**src/sdc_pkg.sv**
```systemverilog
// ---------------------------------------------------------------------------
// Scaled day clock package
// Shared constants, controller/datapath command types and the period decode.
// ---------------------------------------------------------------------------
package sdc_pkg;

  localparam int ELAPSED_W      = 20;
  localparam int CFG_W          = 16;
  localparam int CFG_ADDR_W     = 1;
  localparam int SEC_W          = 6;
  localparam int MIN_W          = 6;
  localparam int HR_W           = 5;
  localparam int ADD_DAYS_W     = 16;
  localparam int PERIOD_W       = 3;

  localparam int MIN_PER_DAY    = 1440;
  localparam int SEC_PER_MIN    = 60;
  localparam int HR_PER_DAY     = 24;

  // elapsed * speed * 1440, units of 2^-24 s
  localparam int MUL_LO_W       = ELAPSED_W + CFG_W;
  localparam int PROD_W         = 47;
  localparam int PROD_FRAC_BITS = 24;
  // whole seconds out of one tick, and operand width of the carry divisions
  localparam int SECS_W         = PROD_W - PROD_FRAC_BITS + 1;
  localparam int CARRY_W        = SECS_W + 1;

  // reciprocals for the 60 and 24 carries, exact for operands below 2^CARRY_W
  localparam int RECIP_W        = 27;
  localparam int RECIP_SHIFT    = 31;
  localparam logic [RECIP_W-1:0] RECIP_60 = 27'd35791395;
  localparam logic [RECIP_W-1:0] RECIP_24 = 27'd89478486;

  localparam logic [CFG_W-1:0] SPEED_RESET   = 16'd256;
  localparam logic [CFG_W-1:0] DAY_LEN_RESET = 16'd20;

  localparam logic [CFG_ADDR_W-1:0] REG_SPEED   = 1'd0;
  localparam logic [CFG_ADDR_W-1:0] REG_DAY_LEN = 1'd1;

  localparam logic ACT_TICK = 1'b0;
  localparam logic ACT_ADD  = 1'b1;

  localparam logic [PERIOD_W-1:0] PER_DAWN      = 3'd0;
  localparam logic [PERIOD_W-1:0] PER_MORNING   = 3'd1;
  localparam logic [PERIOD_W-1:0] PER_NOON      = 3'd2;
  localparam logic [PERIOD_W-1:0] PER_AFTERNOON = 3'd3;
  localparam logic [PERIOD_W-1:0] PER_EVENING   = 3'd4;
  localparam logic [PERIOD_W-1:0] PER_DUSK      = 3'd5;
  localparam logic [PERIOD_W-1:0] PER_NIGHT     = 3'd6;

  typedef enum logic [1:0] {
    STAGE_TICK,
    STAGE_SEC,
    STAGE_MIN,
    STAGE_HR
  } div_stage_t;

  typedef struct packed {
    logic       capture;
    logic       mul_lo;
    logic       mul_hi;
    logic       div_load;
    logic       div_step;
    logic       div_finish;
    logic       publish;
    div_stage_t stage;
  } sdc_cmd_t;

  function automatic logic [PERIOD_W-1:0] period_of(input logic [HR_W-1:0] h);
    logic [PERIOD_W-1:0] p;
    if (h inside {[5'd4:5'd5]}) begin
      p = PER_DAWN;
    end else if (h inside {[5'd6:5'd9]}) begin
      p = PER_MORNING;
    end else if (h inside {[5'd10:5'd11]}) begin
      p = PER_NOON;
    end else if (h inside {[5'd12:5'd16]}) begin
      p = PER_AFTERNOON;
    end else if (h inside {[5'd17:5'd19]}) begin
      p = PER_EVENING;
    end else if (h inside {[5'd20:5'd21]}) begin
      p = PER_DUSK;
    end else begin
      p = PER_NIGHT;
    end
    return p;
  endfunction

endpackage

```
**src/scaled_day_clock_top.sv**
```systemverilog
// Tick items: multiply, day-length division, carries. Add items: carries only.
// Throughput: one item at a time; the next is taken the cycle after the result
// moves to the output register, which frees the block while the result waits.
// The day-length divider is bit-serial, one quotient bit per cycle; each of the
// 60/60/24 carries is a reciprocal multiply run through load, step and finish states.
// Synchronous active-low reset clears the clock and loads speed 256, day length 20.
// ---------------------------------------------------------------------------
// Scaled day clock top level
// Game clock advanced by scaled real time or by a fixed duration.
// ---------------------------------------------------------------------------
module scaled_day_clock_top #(
  parameter int FRACTION_BITS  = 16,
  parameter int DAY_COUNT_BITS = 32
) (
  input  logic                              clk,
  input  logic                              rst_n,
  input  logic                              cfg_we,
  input  logic [sdc_pkg::CFG_ADDR_W-1:0]    cfg_addr,
  input  logic [sdc_pkg::CFG_W-1:0]         cfg_wdata,
  input  logic                              in_valid,
  output logic                              in_ready,
  input  logic                              in_action,
  input  logic [sdc_pkg::ELAPSED_W-1:0]     in_elapsed,
  input  logic [sdc_pkg::SEC_W-1:0]         in_add_seconds,
  input  logic [sdc_pkg::MIN_W-1:0]         in_add_minutes,
  input  logic [sdc_pkg::HR_W-1:0]          in_add_hours,
  input  logic [sdc_pkg::ADD_DAYS_W-1:0]    in_add_days,
  output logic                              out_valid,
  input  logic                              out_ready,
  output logic [sdc_pkg::SEC_W-1:0]         out_now_seconds,
  output logic [sdc_pkg::MIN_W-1:0]         out_now_minutes,
  output logic [sdc_pkg::HR_W-1:0]          out_now_hours,
  output logic [DAY_COUNT_BITS-1:0]         out_now_days,
  output logic [sdc_pkg::PERIOD_W-1:0]      out_period
);

  sdc_pkg::sdc_cmd_t cmd;
  logic              div_last;

  sdc_ctrl u_ctrl (
    .clk       (clk),
    .rst_n     (rst_n),
    .in_valid  (in_valid),
    .in_ready  (in_ready),
    .in_action (in_action),
    .out_valid (out_valid),
    .out_ready (out_ready),
    .div_last  (div_last),
    .cmd       (cmd)
  );

  sdc_dpath #(
    .FRACTION_BITS  (FRACTION_BITS),
    .DAY_COUNT_BITS (DAY_COUNT_BITS)
  ) u_dpath (
    .clk             (clk),
    .rst_n           (rst_n),
    .cmd             (cmd),
    .div_last        (div_last),
    .cfg_we          (cfg_we),
    .cfg_addr        (cfg_addr),
    .cfg_wdata       (cfg_wdata),
    .in_action       (in_action),
    .in_elapsed      (in_elapsed),
    .in_add_seconds  (in_add_seconds),
    .in_add_minutes  (in_add_minutes),
    .in_add_hours    (in_add_hours),
    .in_add_days     (in_add_days),
    .out_now_seconds (out_now_seconds),
    .out_now_minutes (out_now_minutes),
    .out_now_hours   (out_now_hours),
    .out_now_days    (out_now_days),
    .out_period      (out_period)
  );

endmodule

```
**src/sdc_ctrl.sv**
```systemverilog
// ---------------------------------------------------------------------------
// Scaled day clock controller
// Sequences capture, the two multiply steps and four divider passes of a tick
// item or the three carry passes of an add item, and the handoff to the output register.
// ---------------------------------------------------------------------------
module sdc_ctrl (
  input  logic              clk,
  input  logic              rst_n,
  input  logic              in_valid,
  output logic              in_ready,
  input  logic              in_action,
  output logic              out_valid,
  input  logic              out_ready,
  input  logic              div_last,
  output sdc_pkg::sdc_cmd_t cmd
);

  typedef enum logic [2:0] {
    S_IDLE,
    S_MUL_LO,
    S_MUL_HI,
    S_LOAD,
    S_STEP,
    S_FIN,
    S_PUB
  } state_t;

  state_t              state_r, state_nxt;
  sdc_pkg::div_stage_t stage_r, stage_nxt;
  logic                out_valid_r, out_valid_nxt;

  assign in_ready  = (state_r == S_IDLE);
  assign out_valid = out_valid_r;

  always_comb begin
    state_nxt     = state_r;
    stage_nxt     = stage_r;
    out_valid_nxt = out_valid_r;
    cmd           = '0;
    cmd.stage     = stage_r;
    if (out_valid_r && out_ready) begin
      out_valid_nxt = 1'b0;
    end
    case (state_r)
      S_IDLE: begin
        if (in_valid) begin
          cmd.capture = 1'b1;
          if (in_action == sdc_pkg::ACT_ADD) begin
            stage_nxt = sdc_pkg::STAGE_SEC;
            state_nxt = S_LOAD;
          end else begin
            state_nxt = S_MUL_LO;
          end
        end
      end
      S_MUL_LO: begin
        cmd.mul_lo = 1'b1;
        state_nxt  = S_MUL_HI;
      end
      S_MUL_HI: begin
        cmd.mul_hi = 1'b1;
        stage_nxt  = sdc_pkg::STAGE_TICK;
        state_nxt  = S_LOAD;
      end
      S_LOAD: begin
        cmd.div_load = 1'b1;
        state_nxt    = S_STEP;
      end
      S_STEP: begin
        cmd.div_step = 1'b1;
        if (div_last) begin
          state_nxt = S_FIN;
        end
      end
      S_FIN: begin
        cmd.div_finish = 1'b1;
        case (stage_r)
          sdc_pkg::STAGE_TICK: begin
            stage_nxt = sdc_pkg::STAGE_SEC;
            state_nxt = S_LOAD;
          end
          sdc_pkg::STAGE_SEC: begin
            stage_nxt = sdc_pkg::STAGE_MIN;
            state_nxt = S_LOAD;
          end
          sdc_pkg::STAGE_MIN: begin
            stage_nxt = sdc_pkg::STAGE_HR;
            state_nxt = S_LOAD;
          end
          default: begin
            state_nxt = S_PUB;
          end
        endcase
      end
      S_PUB: begin
        if (!out_valid_r || out_ready) begin
          cmd.publish   = 1'b1;
          out_valid_nxt = 1'b1;
          state_nxt     = S_IDLE;
        end
      end
      default: begin
        state_nxt = S_IDLE;
      end
    endcase
  end

  always_ff @(posedge clk) begin
    if (!rst_n) begin
      state_r     <= S_IDLE;
      stage_r     <= sdc_pkg::STAGE_TICK;
      out_valid_r <= 1'b0;
    end else begin
      state_r     <= state_nxt;
      stage_r     <= stage_nxt;
      out_valid_r <= out_valid_nxt;
    end
  end

endmodule

```
**src/sdc_dpath.sv**
```systemverilog
// ---------------------------------------------------------------------------
// Scaled day clock datapath
// Config registers, two-step scaling multiply, bit-serial restoring divider
// for the day length, reciprocal multiply for the 60/60/24 carries, clock
// state and the output register.
// ---------------------------------------------------------------------------
module sdc_dpath #(
  parameter int FRACTION_BITS  = 16,
  parameter int DAY_COUNT_BITS = 32
) (
  input  logic                              clk,
  input  logic                              rst_n,
  input  sdc_pkg::sdc_cmd_t                 cmd,
  output logic                              div_last,
  input  logic                              cfg_we,
  input  logic [sdc_pkg::CFG_ADDR_W-1:0]    cfg_addr,
  input  logic [sdc_pkg::CFG_W-1:0]         cfg_wdata,
  input  logic                              in_action,
  input  logic [sdc_pkg::ELAPSED_W-1:0]     in_elapsed,
  input  logic [sdc_pkg::SEC_W-1:0]         in_add_seconds,
  input  logic [sdc_pkg::MIN_W-1:0]         in_add_minutes,
  input  logic [sdc_pkg::HR_W-1:0]          in_add_hours,
  input  logic [sdc_pkg::ADD_DAYS_W-1:0]    in_add_days,
  output logic [sdc_pkg::SEC_W-1:0]         out_now_seconds,
  output logic [sdc_pkg::MIN_W-1:0]         out_now_minutes,
  output logic [sdc_pkg::HR_W-1:0]          out_now_hours,
  output logic [DAY_COUNT_BITS-1:0]         out_now_days,
  output logic [sdc_pkg::PERIOD_W-1:0]      out_period
);

  // quotient width of the day-length division
  localparam int QW    = sdc_pkg::PROD_W - sdc_pkg::PROD_FRAC_BITS + FRACTION_BITS;
  localparam int CNT_W = $clog2(QW + 1);
  localparam int CW    = sdc_pkg::CARRY_W;
  localparam int DW    = sdc_pkg::CFG_W;
  localparam int PW    = CW + sdc_pkg::RECIP_W;

  logic [DW-1:0]                     speed_r, day_len_r;

  logic [sdc_pkg::ELAPSED_W-1:0]     elapsed_r;
  logic [sdc_pkg::MUL_LO_W-1:0]      prod_lo_r;
  logic [sdc_pkg::PROD_W-1:0]        prod_r;

  logic [sdc_pkg::SECS_W-1:0]        sec_add_r;
  logic [sdc_pkg::MIN_W-1:0]         min_add_r;
  logic [sdc_pkg::HR_W-1:0]          hr_add_r;
  logic [sdc_pkg::ADD_DAYS_W-1:0]    day_add_r;
  logic [CW-1:0]                     carry_r;
  logic [CW-1:0]                     cx_r;

  logic [QW-1:0]                     quo_r;
  logic [DW-1:0]                     rem_r;
  logic [DW-1:0]                     dvsr_r;
  logic [CNT_W-1:0]                  cnt_r;

  logic [FRACTION_BITS-1:0]          frac_r;
  logic [sdc_pkg::SEC_W-1:0]         sec_r;
  logic [sdc_pkg::MIN_W-1:0]         min_r;
  logic [sdc_pkg::HR_W-1:0]          hr_r;
  logic [DAY_COUNT_BITS-1:0]         days_r;

  logic [sdc_pkg::SEC_W-1:0]         out_sec_r;
  logic [sdc_pkg::MIN_W-1:0]         out_min_r;
  logic [sdc_pkg::HR_W-1:0]          out_hr_r;
  logic [DAY_COUNT_BITS-1:0]         out_days_r;
  logic [sdc_pkg::PERIOD_W-1:0]      out_period_r;

  logic [DW:0]                       rem_ext;
  logic                              rem_ge;
  logic [DW:0]                       rem_sub;
  logic [CW-1:0]                     carry_val;
  logic [QW:0]                       acc;
  logic [sdc_pkg::RECIP_W-1:0]       recip;
  logic [PW-1:0]                     cprod;
  logic [CW-1:0]                     cq;
  logic [CW-1:0]                     cmul;
  logic [CW-1:0]                     crem;

  assign rem_ext  = {rem_r, quo_r[QW-1]};
  assign rem_ge   = (rem_ext >= {1'b0, dvsr_r});
  assign rem_sub  = rem_ext - {1'b0, dvsr_r};
  assign div_last = (cnt_r == CNT_W'(1));
  assign acc      = (QW + 1)'(frac_r) + (QW + 1)'(quo_r);

  // carry quotient by reciprocal multiply, remainder once the quotient is registered
  assign recip = (cmd.stage == sdc_pkg::STAGE_HR) ? sdc_pkg::RECIP_24 : sdc_pkg::RECIP_60;
  assign cprod = PW'(cx_r) * PW'(recip);
  assign cq    = CW'(cprod[PW-1:sdc_pkg::RECIP_SHIFT]);
  assign cmul  = (cmd.stage == sdc_pkg::STAGE_HR) ? quo_r[CW-1:0] * CW'(sdc_pkg::HR_PER_DAY)
                                                  : quo_r[CW-1:0] * CW'(sdc_pkg::SEC_PER_MIN);
  assign crem  = cx_r - cmul;

  always_comb begin
    case (cmd.stage)
      sdc_pkg::STAGE_SEC: carry_val = CW'(sec_r) + CW'(sec_add_r);
      sdc_pkg::STAGE_MIN: carry_val = CW'(min_r) + CW'(min_add_r) + carry_r;
      sdc_pkg::STAGE_HR:  carry_val = CW'(hr_r) + CW'(hr_add_r) + carry_r;
      default:            carry_val = '0;
    endcase
  end

  // config and clock state
  always_ff @(posedge clk) begin
    if (!rst_n) begin
      speed_r   <= sdc_pkg::SPEED_RESET;
      day_len_r <= sdc_pkg::DAY_LEN_RESET;
      frac_r    <= '0;
      sec_r     <= '0;
      min_r     <= '0;
      hr_r      <= '0;
      days_r    <= '0;
    end else begin
      if (cfg_we) begin
        case (cfg_addr)
          sdc_pkg::REG_SPEED:   speed_r   <= cfg_wdata;
          sdc_pkg::REG_DAY_LEN: day_len_r <= cfg_wdata;
          default: ;
        endcase
      end
      if (cmd.div_finish) begin
        case (cmd.stage)
          sdc_pkg::STAGE_TICK: frac_r <= acc[FRACTION_BITS-1:0];
          sdc_pkg::STAGE_SEC:  sec_r  <= crem[sdc_pkg::SEC_W-1:0];
          sdc_pkg::STAGE_MIN:  min_r  <= crem[sdc_pkg::MIN_W-1:0];
          sdc_pkg::STAGE_HR: begin
            hr_r   <= crem[sdc_pkg::HR_W-1:0];
            days_r <= days_r + DAY_COUNT_BITS'(day_add_r)
                      + DAY_COUNT_BITS'(quo_r[CW-1:0]);
          end
          default: ;
        endcase
      end
    end
  end

  // operands, multiply, divider
  always_ff @(posedge clk) begin
    if (cmd.capture) begin
      elapsed_r <= in_elapsed;
      if (in_action == sdc_pkg::ACT_ADD) begin
        sec_add_r <= sdc_pkg::SECS_W'(in_add_seconds);
        min_add_r <= in_add_minutes;
        hr_add_r  <= in_add_hours;
        day_add_r <= in_add_days;
      end else begin
        sec_add_r <= '0;
        min_add_r <= '0;
        hr_add_r  <= '0;
        day_add_r <= '0;
      end
    end
    if (cmd.mul_lo) begin
      prod_lo_r <= sdc_pkg::MUL_LO_W'(elapsed_r) * sdc_pkg::MUL_LO_W'(speed_r);
    end
    if (cmd.mul_hi) begin
      prod_r <= sdc_pkg::PROD_W'(prod_lo_r) * sdc_pkg::PROD_W'(sdc_pkg::MIN_PER_DAY);
    end
    if (cmd.div_load) begin
      rem_r <= '0;
      if (cmd.stage == sdc_pkg::STAGE_TICK) begin
        quo_r  <= prod_r[sdc_pkg::PROD_W-1:sdc_pkg::PROD_FRAC_BITS-FRACTION_BITS];
        dvsr_r <= (day_len_r == '0) ? DW'(1) : day_len_r;
        cnt_r  <= CNT_W'(QW);
      end else begin
        // one multiply step for a carry
        cx_r  <= carry_val;
        cnt_r <= CNT_W'(1);
      end
    end
    if (cmd.div_step) begin
      if (cmd.stage == sdc_pkg::STAGE_TICK) begin
        rem_r <= rem_ge ? rem_sub[DW-1:0] : rem_ext[DW-1:0];
        quo_r <= {quo_r[QW-2:0], rem_ge};
      end else begin
        quo_r <= QW'(cq);
      end
      cnt_r <= cnt_r - CNT_W'(1);
    end
    if (cmd.div_finish) begin
      if (cmd.stage == sdc_pkg::STAGE_TICK) begin
        sec_add_r <= acc[QW:FRACTION_BITS];
      end else begin
        carry_r <= quo_r[CW-1:0];
      end
    end
    if (cmd.publish) begin
      out_sec_r    <= sec_r;
      out_min_r    <= min_r;
      out_hr_r     <= hr_r;
      out_days_r   <= days_r;
      out_period_r <= sdc_pkg::period_of(hr_r);
    end
  end

  assign out_now_seconds = out_sec_r;
  assign out_now_minutes = out_min_r;
  assign out_now_hours   = out_hr_r;
  assign out_now_days    = out_days_r;
  assign out_period      = out_period_r;

endmodule

```
**config.mk**
```make
export PLATFORM = sky130hd
export DESIGN_NAME = scaled_day_clock_top
export DESIGN_NICKNAME = d
export VERILOG_FILES = /design/src/sdc_pkg.sv /design/src/scaled_day_clock_top.sv /design/src/sdc_ctrl.sv /design/src/sdc_dpath.sv
export SDC_FILE = /design/constraint.sdc
export NUM_CORES = 2
export LEC_CHECK = 0
export BUFFER_PORTS_ARGS = -buffer_cell sky130_fd_sc_hd__clkbuf_2
export CAP_MARGIN = 20
export CORE_UTILIZATION = 35
export DETAILED_ROUTE_END_ITERATION = 6
export HOLD_SLACK_MARGIN = 0.08
export SETUP_SLACK_MARGIN = 0.05
export SKIP_CTS_REPAIR_TIMING = 1
export SLEW_MARGIN = 5
export SYNTH_ARGS = -nofsm -noshare
export SYNTH_HDL_FRONTEND = slang
export SYNTH_SLANG_ARGS = --single-unit
export TNS_END_PERCENT = 50
```
**constraint.sdc**
```tcl
create_clock -name clk -period 7.3 [get_ports clk]
set_input_delay 1.46 -clock clk [delete_from_list [all_inputs] [get_ports clk]]
set_output_delay 1.46 -clock clk [all_outputs]
set_load 0.005 [all_outputs]
```
==> results.sh <==
export IMPL_fillers=12498
export IMPL_outcome="finished with violations"
export IMPL_grt_pass1_vias=33051
export IMPL_rsz0062_at_grt="true"
export IMPL_clk_latency_ps=650
export IMPL_slew_viol_final=0
export IMPL_synth_seq_cells=428
export IMPL_ys_flop_type="edfxtp_1"
export IMPL_hold_depth=0
export IMPL_drive_gt1_share_pct=12.8
export IMPL_synth_area_leaders="fa_1 (26%), edfxtp_1 (19%), ha_1 (14%)"
export IMPL_fp_coreArea_sq_mm=0.128
export IMPL_setup_violations=11
export IMPL_diodes=0
export IMPL_clock_tree_root_cell="clkbuf_16"
export IMPL_max_slew_margin_pct=19.3
export IMPL_syn_inst=4633
export IMPL_gp_congestion=0.884
export IMPL_post_route_util_pct=40.6
export IMPL_portBuffers=129
export IMPL_cap_violations=0
export IMPL_critical_path_class="reg -> reg"
export IMPL_wirelength_mm=109
export IMPL_dieHeight_microns=360
export IMPL_numCtsBuffers=51
export IMPL_reg2reg_depth=27
export IMPL_vias=31686
export IMPL_drc=0
export IMPL_cp_end_kind="flop"
export IMPL_antenna_found_initial=1
export IMPL_fmax_ghz=0.132
export IMPL_crit_slowest_cell="fa_2"
export IMPL_rows=131
export IMPL_gr_total_overflow=0
export IMPL_tightest_slew_ps=1200
export IMPL_layout_commonest_cell="inv_1"
export IMPL_die_area_sq_mm=0.130
export IMPL_cts_tree="built"
export IMPL_most_common_layout_cells="inv_1 (879), fa_1 (567), nand2_1 (540)"
export IMPL_ys_warnings_count=0
export IMPL_grt_pass1_wl_mm=176
export IMPL_io_pins=130
export IMPL_drtIter0Drc=1577
export IMPL_cts_max_level=2
export IMPL_clock_skew_ps=66.0
export IMPL_clock_sinks=428
export IMPL_dp_cells=6564
export IMPL_ff_latch_area_sq_mm=0.0114
export IMPL_first_pass_iters=7
export IMPL_synth_edf_count=285
export IMPL_wl_per_cell_microns=16.3
export IMPL_worst_r2r_setup_slack_ps=-280
export IMPL_die_w_microns=360
export IMPL_nets=6129
export IMPL_dpl_hpwl_mm=90.7
export IMPL_cp_start_kind="flop"
export IMPL_multiInputGateArea_sq_mm=0.0302
export IMPL_yosys_area_top_type="fa_1"
export IMPL_hold_violations=0
export IMPL_critPathMaxFanout=7
export IMPL_yosysTopAreaCellShare_pct=26.3
export IMPL_cpMostUsedCell="fa_1"
export IMPL_syn_area_per_cell_sq_um=9.70
export IMPL_area_growth_pct=15.1
export IMPL_yosysSeqAreaShare_pct=25.4
export IMPL_syn_area_sq_mm=0.0449
export IMPL_antenna_left=0
export IMPL_grt_max_degree=64
export IMPL_track_usage_pct=16.9
export IMPL_synth_cell_types=72
export IMPL_async_reset_ff_share_pct=0
export IMPL_min_period_ps=7580
export IMPL_arrival_ps=7910
export IMPL_slowest_delay_ps=620
export IMPL_clockBufferDepth=3
export IMPL_setup_ws_ps=-276
export IMPL_fin_cells=6676
export IMPL_path_clk_slew_ps=70
export IMPL_failed_checks="negative setup slack"
export IMPL_worstPathRequired_ps=7640
export IMPL_worst_hold_path_type="reg -> reg"
export IMPL_viasPerCell=4.75
export IMPL_fin_crit_sh_pct=104
export IMPL_start_util_pct=35.2
export IMPL_setup_tns_ps=-1520
registers in the layout (all words and copies together), names as in the netlist, 20 cells and up:
name / cells
u_dpath.carry_r: 25
u_dpath.cx_r: 25
u_dpath.days_r: 32
u_dpath.elapsed_r: 20
u_dpath.out_now_days: 32
u_dpath.prod_lo_r: 36
u_dpath.prod_r: 39
u_dpath.quo_r: 39
u_dpath.sec_add_r: 24
metrics by stage:
stage,setup slack (ps),hold WS [ps],area [sq um]
floorplan,59.7,417,45300
global placement,-402,440,49400
detailed placement,-528,446,49400
CTS,-616,460,51200
global route,-547,474,51700
finish,-276,459,51700
layout make-up:
cell class / instances / area share, %
multi-input cells: 3178 / 58.4
flip-flops and latches: 428 / 22.1
inverters: 904 / 6.57
repair buffers: 408 / 5.44
well taps: 1662 / 4.02
clock buffers: 72 / 3.00
clock inverters: 24 / 0.493
cell usage after synthesis, types with 26 or more instances:
master and instances:
a211oi_1 30, nand2b_1 35, edfxtp_1 285, fa_1 590, nand4_1 28, nor2_1 192
xor2_1 88, dfxtp_1 143, a21o_1 60, mux2i_1 27, clkbuf_1 146, nor3_1 28
xnor2_1 130, nand2_1 545, nor2b_1 48, ha_1 492, o21bai_1 26, inv_1 902
nand3_1 80, o21ai_0 126, and2_1 159, a21oi_1 216
logic make-up (layout without fill, tap and decap cells):
| family | after synthesis | in the layout | share of synthesized area (%) |
|---|---|---|---|
| compound gates | 623 | 623 | 8.56 |
| xor+xnor | 218 | 218 | 4.25 |
| fa+ha+maj | 1082 | 1082 | 40.0 |
| buf+inv | 1058 | 1408 | 8.84 |
| flops | 428 | 428 | 25.4 |
| mux | 29 | 29 | 0.651 |
| other cells | 2 | 33 | 0.0167 |
| simple gates | 1193 | 1193 | 12.3 |
critical path, delay by kind of cell (launching register included):
| family | cells | cell delay [ps] |
|---|---|---|
| adders and majority gates | 9 | 3930 |
| DFF | 1 | 340 |
| AOI/OAI and AO/OA | 8 | 1600 |
| xor gates and xnor gates | 1 | 140 |
| buffers and inverters | 5 | 380 |
| and+or+nand+nor | 4 | 830 |
routing by layer:
metal	GRT usage [%]	wire [microns]	vias up
met2	29.2	53000	572
li1	-	-	15487
met3	1.75	4230	118
met4	3.69	2040	0
met5	0	0	-
met1	22.6	49800	15509
final timing paths:
check	start	to
max	u_ctrl.stage_r[0]	u_dpath.quo_r[20]
min	u_dpath.day_len_r[8]	u_dpath.dvsr_r[8]
max reg2reg	u_ctrl.stage_r[0]	u_dpath.quo_r[20]
min reg2reg	u_dpath.day_len_r[8]	u_dpath.dvsr_r[8]
Power is left out: the tool's default activity adds up to more than one toggle a clock period on the data nets, which glitch-free logic cannot reach.
